===== src/design/dpgs_pkg.sv =====
package dpgs_pkg;

    localparam int LEVEL_W    = 8;
    localparam int POS_W      = 12;
    localparam int DIM_W      = 13;
    localparam int TGT_W      = 16;
    localparam int CNT_W      = 25;
    localparam int STRIDE_W   = 13;
    localparam int SQ_W       = 2 * STRIDE_W;
    localparam int PROD_W     = SQ_W + TGT_W;
    localparam int FRAC_W     = 16;
    localparam int BIT_W      = 4;
    localparam int STEP_W     = 4;
    localparam int CFG_IDX_W  = 2;
    localparam int CFG_DATA_W = 16;

    localparam logic [CFG_IDX_W-1:0] REG_IMAGE_WIDTH      = 2'd0;
    localparam logic [CFG_IDX_W-1:0] REG_IMAGE_HEIGHT     = 2'd1;
    localparam logic [CFG_IDX_W-1:0] REG_TARGET_PARTICLES = 2'd2;
    localparam logic [CFG_IDX_W-1:0] REG_DARK_THRESHOLD   = 2'd3;

    localparam logic [DIM_W-1:0]    WIDTH_RESET     = 13'd640;
    localparam logic [DIM_W-1:0]    HEIGHT_RESET    = 13'd480;
    localparam logic [TGT_W-1:0]    TARGET_RESET    = 16'd1000;
    localparam logic [LEVEL_W-1:0]  THRESHOLD_RESET = 8'd50;

    localparam logic [CNT_W-1:0]    DARK_MAX     = '1;
    localparam logic [BIT_W-1:0]    ROOT_TOP_BIT = 4'd12;
    localparam logic [STEP_W-1:0]   DIV_LAST     = 4'd15;
    localparam logic [FRAC_W-1:0]   FRAC_SAT     = '1;

    typedef enum logic [2:0] {
        ST_IDLE,
        ST_ROOT_SQ,
        ST_ROOT_CMP,
        ST_DIV,
        ST_OUT
    } state_t;

    typedef struct packed {
        logic accept;
        logic root_start;
        logic root_sq;
        logic root_cmp;
        logic div_step;
        logic out_load;
    } cmd_t;

    typedef struct packed {
        logic stride_go;
        logic hit;
        logic root_done;
        logic div_done;
        logic out_free;
        logic mod_ok;
    } status_t;

endpackage


===== src/design/dark_pixel_grid_sampler_top.sv =====
// an item with no result is accepted while idle; a sampled pixel runs the 16-step divider for
// both coordinates, then the output register raises m_tvalid once it is free
// throughput: 1 item per cycle while idle; s_tready is low during the divider, the output wait
// and the 13-bit root search (square then multiply-compare per bit) after a counting pass ends
// reset: synchronous active-low aresetn; registers to 640/480/1000/50, position and count
// cleared, stride 1, output empty
module dark_pixel_grid_sampler_top #(
    parameter int MAX_DIM = 4096
) (
    input  logic                               aclk,
    input  logic                               aresetn,
    input  logic                               cfg_wr_en,
    input  logic [dpgs_pkg::CFG_IDX_W-1:0]     cfg_addr,
    input  logic [dpgs_pkg::CFG_DATA_W-1:0]    cfg_wdata,
    input  logic                               s_tvalid,
    output logic                               s_tready,
    input  logic [7:0]                         s_tdata,   // pixel_level
    input  logic                               s_tuser,   // pass_select
    output logic                               m_tvalid,
    input  logic                               m_tready,
    output logic [31:0]                        m_tdata    // x_fraction, y_fraction
);
    import dpgs_pkg::*;

    cmd_t              cmd;
    status_t           st;
    logic [FRAC_W-1:0] x_fraction, y_fraction;

    dpgs_ctrl u_ctrl (
        .aclk     (aclk),
        .aresetn  (aresetn),
        .s_tvalid (s_tvalid),
        .s_tready (s_tready),
        .st       (st),
        .cmd      (cmd)
    );

    dpgs_datapath #(
        .MAX_DIM (MAX_DIM)
    ) u_datapath (
        .aclk        (aclk),
        .aresetn     (aresetn),
        .cfg_wr_en   (cfg_wr_en),
        .cfg_addr    (cfg_addr),
        .cfg_wdata   (cfg_wdata),
        .pass_select (s_tuser),
        .pixel_level (s_tdata),
        .cmd         (cmd),
        .st          (st),
        .m_tvalid    (m_tvalid),
        .m_tready    (m_tready),
        .x_fraction  (x_fraction),
        .y_fraction  (y_fraction)
    );

    assign m_tdata = {y_fraction, x_fraction};

    // residues stay below a nonzero stride
    a_mod_ok: assert property (@(posedge aclk) disable iff (!aresetn) st.mod_ok)
        else $error("stride residue out of range");

    // a result only replaces a beat that is gone
    a_load_free: assert property (@(posedge aclk) disable iff (!aresetn)
        cmd.out_load |-> (!m_tvalid || m_tready))
        else $error("result overwrote a pending beat");

    a_valid_src: assert property (@(posedge aclk) disable iff (!aresetn)
        $rose(m_tvalid) |-> $past(cmd.out_load))
        else $error("output valid without a load");

endmodule


===== src/design/dpgs_ctrl.sv =====
module dpgs_ctrl (
    input  logic              aclk,
    input  logic              aresetn,
    input  logic              s_tvalid,
    output logic              s_tready,
    input  dpgs_pkg::status_t st,
    output dpgs_pkg::cmd_t    cmd
);
    import dpgs_pkg::*;

    state_t state_reg, state_next;

    always_ff @(posedge aclk) begin
        if (!aresetn) begin
            state_reg <= ST_IDLE;
        end else begin
            state_reg <= state_next;
        end
    end

    always_comb begin
        state_next = state_reg;
        cmd        = '0;
        s_tready   = 1'b0;
        unique case (state_reg)
            ST_IDLE: begin
                s_tready = 1'b1;
                if (s_tvalid) begin
                    cmd.accept = 1'b1;
                    if (st.stride_go) begin
                        cmd.root_start = 1'b1;
                        state_next     = ST_ROOT_SQ;
                    end else if (st.hit) begin
                        state_next = ST_DIV;
                    end
                end
            end
            ST_ROOT_SQ: begin
                cmd.root_sq = 1'b1;
                state_next  = ST_ROOT_CMP;
            end
            ST_ROOT_CMP: begin
                cmd.root_cmp = 1'b1;
                state_next   = st.root_done ? ST_IDLE : ST_ROOT_SQ;
            end
            ST_DIV: begin
                cmd.div_step = 1'b1;
                if (st.div_done) begin
                    state_next = ST_OUT;
                end
            end
            ST_OUT: begin
                if (st.out_free) begin
                    cmd.out_load = 1'b1;
                    state_next   = ST_IDLE;
                end
            end
            default: state_next = ST_IDLE;
        endcase
    end

endmodule


===== src/design/dpgs_datapath.sv =====
module dpgs_datapath #(
    parameter int MAX_DIM = 4096
) (
    input  logic                                aclk,
    input  logic                                aresetn,
    input  logic                                cfg_wr_en,
    input  logic [dpgs_pkg::CFG_IDX_W-1:0]      cfg_addr,
    input  logic [dpgs_pkg::CFG_DATA_W-1:0]     cfg_wdata,
    input  logic                                pass_select,
    input  logic [dpgs_pkg::LEVEL_W-1:0]        pixel_level,
    input  dpgs_pkg::cmd_t                      cmd,
    output dpgs_pkg::status_t                   st,
    output logic                                m_tvalid,
    input  logic                                m_tready,
    output logic [dpgs_pkg::FRAC_W-1:0]         x_fraction,
    output logic [dpgs_pkg::FRAC_W-1:0]         y_fraction
);
    import dpgs_pkg::*;

    logic [DIM_W-1:0]    w_reg, h_reg;
    logic [TGT_W-1:0]    tgt_reg;
    logic [LEVEL_W-1:0]  thr_reg;
    logic [POS_W-1:0]    col_reg, row_reg, col_next, row_next;
    logic [STRIDE_W-1:0] cm_reg, rm_reg, cm_next, rm_next;
    logic [CNT_W-1:0]    dark_reg, dark_next, dark_base;
    logic [STRIDE_W-1:0] stride_reg, root_reg, root_next, cand;
    logic [BIT_W-1:0]    bit_reg;
    logic [SQ_W-1:0]     sq_reg;
    logic [PROD_W-1:0]   prod;
    logic [DIM_W-1:0]    remx_reg, remy_reg, remx_next, remy_next;
    logic [DIM_W:0]      rsx, rsy;
    logic                gex, gey;
    logic [FRAC_W-1:0]   qx_reg, qy_reg, outx_reg, outy_reg;
    logic                satx_reg, saty_reg, out_valid_reg;
    logic [STEP_W-1:0]   step_reg;
    logic [DIM_W-1:0]    w_eff, h_eff;
    logic [TGT_W-1:0]    tgt_eff;
    logic                dark, row_end, last, restart;
    logic [DIM_W-1:0]    row_inc, col_inc;

    // zero acts as one, above the limit acts as the limit
    always_comb begin
        if (w_reg == '0) w_eff = DIM_W'(1);
        else if (32'(w_reg) > MAX_DIM) w_eff = DIM_W'(MAX_DIM);
        else w_eff = w_reg;
        if (h_reg == '0) h_eff = DIM_W'(1);
        else if (32'(h_reg) > MAX_DIM) h_eff = DIM_W'(MAX_DIM);
        else h_eff = h_reg;
        tgt_eff = (tgt_reg == '0) ? TGT_W'(1) : tgt_reg;
    end

    assign dark    = pixel_level <= thr_reg;
    assign row_inc = {1'b0, row_reg} + DIM_W'(1);
    assign col_inc = {1'b0, col_reg} + DIM_W'(1);
    assign row_end = row_inc >= h_eff;
    assign last    = row_end && (col_inc >= w_eff);
    assign restart = (col_reg == '0) && (row_reg == '0);

    // position and its residues modulo the stride
    always_comb begin
        row_next = row_reg;
        col_next = col_reg;
        rm_next  = rm_reg;
        cm_next  = cm_reg;
        if (row_end) begin
            row_next = '0;
            rm_next  = '0;
            if (last) begin
                col_next = '0;
                cm_next  = '0;
            end else begin
                col_next = col_inc[POS_W-1:0];
                if (col_next == '0 || cm_reg + STRIDE_W'(1) == stride_reg) cm_next = '0;
                else cm_next = cm_reg + STRIDE_W'(1);
            end
        end else begin
            row_next = row_inc[POS_W-1:0];
            if (row_next == '0 || rm_reg + STRIDE_W'(1) == stride_reg) rm_next = '0;
            else rm_next = rm_reg + STRIDE_W'(1);
        end
    end

    always_comb begin
        dark_base = restart ? '0 : dark_reg;
        dark_next = (dark && dark_base != DARK_MAX) ? dark_base + CNT_W'(1) : dark_base;
    end

    assign cand = root_reg | (STRIDE_W'(1) << bit_reg);
    assign prod = PROD_W'(sq_reg) * PROD_W'(tgt_eff);
    assign root_next = (prod <= PROD_W'(dark_reg)) ? cand : root_reg;

    // one quotient bit per step for each coordinate
    always_comb begin
        rsx       = {remx_reg, 1'b0};
        rsy       = {remy_reg, 1'b0};
        gex       = rsx >= {1'b0, w_eff};
        gey       = rsy >= {1'b0, h_eff};
        remx_next = gex ? DIM_W'(rsx - {1'b0, w_eff}) : rsx[DIM_W-1:0];
        remy_next = gey ? DIM_W'(rsy - {1'b0, h_eff}) : rsy[DIM_W-1:0];
    end

    always_ff @(posedge aclk) begin
        if (!aresetn) begin
            w_reg         <= WIDTH_RESET;
            h_reg         <= HEIGHT_RESET;
            tgt_reg       <= TARGET_RESET;
            thr_reg       <= THRESHOLD_RESET;
            col_reg       <= '0;
            row_reg       <= '0;
            cm_reg        <= '0;
            rm_reg        <= '0;
            dark_reg      <= '0;
            stride_reg    <= STRIDE_W'(1);
            root_reg      <= '0;
            bit_reg       <= '0;
            step_reg      <= '0;
            out_valid_reg <= 1'b0;
        end else begin
            if (cfg_wr_en) begin
                unique case (cfg_addr)
                    REG_IMAGE_WIDTH:      w_reg   <= cfg_wdata[DIM_W-1:0];
                    REG_IMAGE_HEIGHT:     h_reg   <= cfg_wdata[DIM_W-1:0];
                    REG_TARGET_PARTICLES: tgt_reg <= cfg_wdata[TGT_W-1:0];
                    REG_DARK_THRESHOLD:   thr_reg <= cfg_wdata[LEVEL_W-1:0];
                    default: ;
                endcase
            end
            if (cmd.accept) begin
                col_reg <= col_next;
                row_reg <= row_next;
                cm_reg  <= cm_next;
                rm_reg  <= rm_next;
                if (!pass_select) begin
                    dark_reg <= dark_next;
                end
                if (st.hit) begin
                    step_reg <= '0;
                end
            end
            if (cmd.root_start) begin
                root_reg <= '0;
                bit_reg  <= ROOT_TOP_BIT;
            end
            if (cmd.root_cmp) begin
                root_reg <= root_next;
                if (bit_reg == '0) begin
                    stride_reg <= (root_next == '0) ? STRIDE_W'(1) : root_next;
                end else begin
                    bit_reg <= bit_reg - BIT_W'(1);
                end
            end
            if (cmd.div_step) begin
                step_reg <= step_reg + STEP_W'(1);
            end
            if (cmd.out_load) begin
                out_valid_reg <= 1'b1;
            end else if (m_tready) begin
                out_valid_reg <= 1'b0;
            end
        end
    end

    always_ff @(posedge aclk) begin
        if (cmd.accept && st.hit) begin
            remx_reg <= {1'b0, col_reg};
            remy_reg <= {1'b0, row_reg};
            satx_reg <= {1'b0, col_reg} >= w_eff;
            saty_reg <= {1'b0, row_reg} >= h_eff;
            qx_reg   <= '0;
            qy_reg   <= '0;
        end
        if (cmd.root_sq) begin
            sq_reg <= SQ_W'(cand) * SQ_W'(cand);
        end
        if (cmd.div_step) begin
            remx_reg <= remx_next;
            remy_reg <= remy_next;
            qx_reg   <= {qx_reg[FRAC_W-2:0], gex};
            qy_reg   <= {qy_reg[FRAC_W-2:0], gey};
        end
        if (cmd.out_load) begin
            outx_reg <= satx_reg ? FRAC_SAT : qx_reg;
            outy_reg <= saty_reg ? FRAC_SAT : qy_reg;
        end
    end

    always_comb begin
        st           = '0;
        st.stride_go = !pass_select && last;
        st.hit       = pass_select && dark && (cm_reg == '0) && (rm_reg == '0);
        st.root_done = bit_reg == '0;
        st.div_done  = step_reg == DIV_LAST;
        st.out_free  = !out_valid_reg || m_tready;
        st.mod_ok    = (stride_reg != '0) && (cm_reg < stride_reg) && (rm_reg < stride_reg);
    end

    assign m_tvalid   = out_valid_reg;
    assign x_fraction = outx_reg;
    assign y_fraction = outy_reg;

endmodule

===== config.mk =====
export PLATFORM = sky130hd
export DESIGN_NAME = dark_pixel_grid_sampler_top
export DESIGN_NICKNAME = d
export VERILOG_FILES = /design/src/design/dpgs_pkg.sv /design/src/design/dark_pixel_grid_sampler_top.sv /design/src/design/dpgs_ctrl.sv /design/src/design/dpgs_datapath.sv
export SDC_FILE = /design/constraint.sdc
export NUM_CORES = 2
export LEC_CHECK = 0
export ABC_CLOCK_PERIOD_IN_PS = 12900
export BUFFER_PORTS_ARGS = -buffer_cell sky130_fd_sc_hd__buf_4
export CORE_AREA = 2 2 263 265
export DETAILED_ROUTE_END_ITERATION = 8
export DIE_AREA = 0 0 265 267
export GPL_ROUTABILITY_DRIVEN = 0
export PLACE_DENSITY_LB_ADDON = 0.2
export SLEW_MARGIN = 0
export SYNTH_ARGS = -nofsm -noshare
export SYNTH_HDL_FRONTEND = slang
export SYNTH_SLANG_ARGS = --single-unit
export TNS_END_PERCENT = 100

===== constraint.sdc =====
create_clock -name aclk -period 12.9 [get_ports aclk]
set_clock_uncertainty 0.15 [all_clocks]
set_input_delay 1.29 -clock aclk [delete_from_list [all_inputs] [get_ports aclk]]
set_output_delay 1.29 -clock aclk [all_outputs]
set_load 0.02 [all_outputs]

; ---- Word-level counts from Yosys, hierarchy flattened
; Cells that the tools add are included.
[op_classes]
bitwise = 2
n_div = 0
magnitude_cmp = 10
reduce_logical = 40
shift = 1
mux = 50
multipliers = 2
n_eq_ne = 15
add_sub_neg = 9
[op_table]
columns = operator, count
row1 = 13-bit 2-to-1 mux, 18
row2 = 13-bit zero test, 5
row3 = 16-bit 2-to-1 mux, 4
row4 = 25-bit 2-to-1 mux, 2
row5 = 12-bit zero test, 4
row6 = 42-bit by 25-bit less-or-equal comparator with 1-bit output, 1
row7 = 26-bit by 16-bit multiplier with 42-bit output, 1
row8 = 14-bit by 13-bit greater-or-equal comparator with 1-bit output, 2
row9 = "12-bit by 1-bit adder with 13-bit output, second input constant", 2
row10 = "13-bit by 1-bit adder with 13-bit output, second input constant", 2
row11 = 13-bit == test, 2
row12 = 12-bit by 13-bit greater-or-equal comparator with 1-bit output, 2
row13 = 13-bit greater-or-equal comparator, 2
row14 = "13-bit greater-than comparator, second input constant", 2
row15 = 13-bit by 13-bit multiplier with 26-bit output, 1
row16 = 13-bit subtractor, 2
row17 = "25-bit by 1-bit adder with 25-bit output, second input constant", 1
row18 = "25-bit inequality test, second input constant", 1
row19 = 12-bit 2-to-1 mux, 2
row20 = 4-bit 2-to-1 mux, 6
row21 = 16-bit zero test, 1
row22 = 2-bit AND reduction, 8
row23 = 3-bit 2-to-1 mux, 5
row24 = 3-bit one-hot mux with 5 select lines, 1
row25 = 24 further kinds, 52
[totals]
register_bits = 281
mem_count = 0
ramBits = 0
input_bits = 32
latchBits = 0
output_inout_bits = 34
rom_bits = 0
word_cells = 153

; ---- Logic depth before layout (Yosys ltp)
[depth]
word_depth = 12
ltp_mapped = 35
mapped_depth_nobuf = 32

; ---- By module
; From an unflattened synthesis, not the netlist that was laid out.
[hier_totals]
hier_cells = 3897
hier_area_um2 = 34131.5
[by_module_without_submodules]
columns = mod, seq_area_each_um2, n_inst, area_each_um2, cells_per_inst
row1 = dpgs_datapath, 6716.4, 1, 33936.3, 3873
row2 = dpgs_ctrl, 60.1, 1, 195.2, 24

; ---- Worst setup path before layout
; OpenSTA, ideal clock, no wires.
[synth_path]
kind = register to register
from = reg u_datapath.tgt_reg[7]
to = reg u_datapath.root_reg[10]
path_stages_with_launch = 35
synth_period_minus_slack_ns = 8.180
arrival_time_ns = 7.945
setup_ns = 0.085
path_slack_ns = 4.720
cell_sequence = dfxtp_1 -> clkbuf_1 -> clkbuf_1 -> nand2_1 -> fa_1 -> inv_1 -> fa_1 -> inv_1 -> fa_1 -> inv_1 -> fa_1 -> fa_1 -> inv_1 -> fa_1 -> inv_1 -> ha_1 -> a211oi_2 -> o21ai_1 -> nor4b_2 -> a22oi_4 -> a21o_1 -> a21oi_1 -> xnor2_1 -> ha_1 -> nand4_1 -> nor4_1 -> a21oi_1 -> a21o_1 -> o21ai_0 -> o211ai_1 -> a211o_1 -> nor4_4 -> nand4b_4 -> buf_6 -> o31ai_2
[synth_via]
elab_chain_cells = 6
[synth_rtl]
columns = item, line
row1 = from (decl), dpgs_datapath.sv:21  ; logic [TGT_W-1:0] tgt_reg;
row2 = from (signal assigned), dpgs_datapath.sv:123  ; REG_TARGET_PARTICLES: tgt_reg <= cfg_wdata[TGT_W-1:0];
row3 = 16-bit zero test, dpgs_datapath.sv:49  ; tgt_eff = (tgt_reg == '0) ? TGT_W'(1) : tgt_reg;
row4 = 16-bit 2-to-1 mux *, dpgs_datapath.sv:49
row5 = 26-bit by 16-bit multiplier with 42-bit output *, dpgs_datapath.sv:89  ; assign prod = PROD_W'(sq_reg) * PROD_W'(tgt_eff);
row6 = 42-bit by 25-bit less-or-equal comparator with 1-bit output *, dpgs_datapath.sv:90  ; assign root_next = (prod <= PROD_W'(dark_reg)) ? cand : root_reg;
row7 = 13-bit 2-to-1 mux *, dpgs_datapath.sv:90
row8 = 13-bit 2-to-1 mux *, dpgs_datapath.sv:144  ; if (cmd.root_cmp) begin
row9 = to (signal assigned), dpgs_datapath.sv:145  ; root_reg <= root_next;
row10 = to (decl), dpgs_datapath.sv:26  ; logic [STRIDE_W-1:0] stride_reg, root_reg, root_next, cand;
; Every way passes the cells marked *; elsewhere a longest branch is shown, timed or not.
; A chain may end at the register's enable or synchronous reset.

; ---- Worst setup path in the final report
[layout_path]
from = reg u_datapath.tgt_reg[9]
to = reg u_datapath.root_reg[4]
; The elaborated chain is that of the path after synthesis.

==> impl_results.md <==
* Detailed Routing Iterations Pass 1 at 5
* Max-cap violations at 0
* Detail Route Antenna Nets at 0
* Hold Fails Final Rpt at 0
* CTS clk-pin slew, worst paths at 0.06 ns
* # DRC at 0
* Slew Viols, Final at 0
* Post-synth EDFFs at 117
* Total CTS buffers at 35
* Final Cycle Share at 71.6%
* R2r setup slk at 3.66 ns
* Stages on worst setup path at 28
* Post-synth top area cell: fa_1
* Clk root buf: clkbuf_16
* Rows at 96
* Startpoint types: register
* Initial Utilization at 49.5%
* Synth Flop Type: dfxtp_1
* Placement Cell Area at 0.0349 mm2
* Total Nets Final at 4587
* Synth Register Bits at 280
* Syn_area_per_cell at 8.75 um2
* Crit path capture: u_datapath.root_reg[4]
* Max Clock Freq at 108 MHz
* Least-Margin Pin Slew at 1.12 ns
* DR vias at 26000
* CP required at 13.21 ns
* H-tree Lvls at 2
* Yosys warnings at 0
* Max Root-Sink Buffers at 3
* HP Class: register to register
* DR iter-0 viols at 1926
* Layout area overhead at 7.41%
* ANT cells at 0
* Largest fanout on the critical path at 27
* Status: completed
* Final wirelength at 87200 um
* CP Class: register to register
* Mapped Cells at 3845
* Total grt overflow at 0
* Area of the core at 0.0680 mm2
* CP dominant cell by count: fa_1
* Crit end category: register
* Vias in the first global route at 26200
* Cell Area, Synth at 0.0336 mm2
* WP data arrival at 9.55 ns
* Pin count of the biggest net entering global routing at 87
* Reg2reg end: u_datapath.root_reg[4]
* Tot GR Track Use at 25.6%
* Fraction of layout cells with a size suffix above 1 at 6.14%
* Tmin final at 9.24 ns
* Post-route setup TNS at 0 ns
* Delay-heaviest family, CP: adder cells
* Clk_lat worst skew at 0.56 ns
* Die W at 265 um
* R2r startpoint: u_datapath.tgt_reg[9]
* Critical path buffers and inverters at 3
* Post-CTS setup buffers at 0
* Die H at 267 um
* WL/cell at 18.4 um
* Top cell type's share of synthesized area at 25.5%
* Cts hold-fix bufs at 0
* Initial antenna violation count at 0
* Setup Viol. Count Final at 0
* Unique masters post-synth at 80
* CTS Sinks at 280
* I/O Buffers at 65
* Rel. slew slack at 25.2%
* Routed vias/inst at 5.51
* R2r worst-path depth at 28
* Critical path startpoint: u_datapath.tgt_reg[9]
* Crit path largest cell delay at 1.05 ns
* Async SR Flop Fraction at 0%
* Slowest cell on crit path: dfxtp_1
* Finished Cell Area at 0.0361 mm2
* RSZ-0062 raised after global routing: no
* CTS tree: built
* Post-CTS sizing at 0
* # IOs at 66
* Die ar. at 0.0708 mm2
* Dominant cells by area after synthesis: fa_1 25%, ha_1 11%, edfxtp_1 10%
* Post-DP HPWL at 66300 um
* First-pass GRT wire length at 144000 um
* Sequential area share after synthesis at 20.1%
-- routing by layer --
layer  up-vias  global-route usage, %  wire length, um
met4         0                   4.79             1410
met3        87                   3.43             5230
li1      12400                      -                -
met5         -                      0                0
met2       697                   41.4            40500
met1     12900                   36.9            40100
-- synth_stat cells, drive strengths merged, types with 8 or more instances --
master	number
dfxtp	163
nand2b	19
a22oi	10
edfxtp	117
nor3	49
nor3b	9
a31oi	33
nand4	37
o21bai	9
buf	15
and3	33
nand4b	8
xor2	50
nand3	105
or3	10
nand2	558
clkbuf	161
nor4	45
or2	34
o211ai	14
nand3b	9
mux2i	33
nor2	212
fa	428
a211oi	20
ha	309
o21ai	110
a21o	53
nor2b	25
o31ai	21
a21oi	178
o21a	18
xnor2	102
and2	184
inv	597
-- cells in the final DEF, fill, tap and decap left out, types with 50 or more instances in the layout --
cell type  Yosys  final
nand2_1      558    558
ha_1         309    309
fa_1         428    428
nor2_1       212    212
o21ai_0      101    101
nand3_1      104    103
xor2_1        50     50
buf_4          0    103
dfxtp_1      163    163
xnor2_1      102    102
a21o_1        53     53
and2_1       184    184
inv_1        595    593
a21oi_1      177    177
edfxtp_1     117    117
-- through the flow --
step,cells,utilization (%),hold WS [ns],worst slack [ns]
5_1_grt,4727,53.1,0.325,2.99
3_3_place_gp,4663,51.3,0.298,3.84
6_report,4727,53.1,0.309,3.66
3_5_place_dp,4663,51.3,0.304,3.62
4_1_cts,4727,53.1,0.312,3.57
2_1_floorplan,3854,-,0.283,4.72
-- how the worst min path moves through the flow --
stage	from	end	slack, ns	cells after the start
after global placement	u_datapath.thr_reg[2]	u_datapath.thr_reg[2]	0.30	2
after floorplan	u_datapath.step_reg[3]	u_datapath.step_reg[3]	0.28	1
final	u_datapath.thr_reg[6]	u_datapath.thr_reg[6]	0.31	2
after global routing	u_datapath.thr_reg[6]	u_datapath.thr_reg[6]	0.33	2
after CTS	u_datapath.thr_reg[2]	u_datapath.thr_reg[2]	0.31	2
after detailed placement	u_datapath.thr_reg[2]	u_datapath.thr_reg[2]	0.30	2
-- kinds of logic after synthesis --
family,count (synthesis),synth area share [%]
AO/OA/AOI/OAI,514,9.80
XOR/XNOR,152,3.96
adder cells (fa/ha/maj),737,37.0
buffers and inverters,773,8.69
flip-flops,280,20.1
multiplexers,33,0.982
other,2,0.0223
AND/OR/NAND/NOR,1354,19.4
-- cell type report --
type / count / area, um2
Tap cell: 882 / 1100
Fill cell: 6425 / 31900
Sequential cell: 280 / 6780
Clock inverter: 18 / 282
Inverter: 597 / 2240
Timing Repair Buffer: 103 / 773
Multi-Input combinational cell: 2801 / 24000
Clock buffer: 46 / 958
-- worst reg2reg max path: cells and delay by family (launching register included) --
family	cells	cell delay, ns
buffers and inverters	3	0.16
flip-flops	1	1.05
AO/OA/AOI/OAI	10	2.05
XOR/XNOR	1	0.09
AND/OR/NAND/NOR	6	1.73
adder cells (fa/ha/maj)	8	3.91
Power is left out: the tool's default activity adds up to more than one toggle a clock period on the data nets, which glitch-free logic cannot reach.
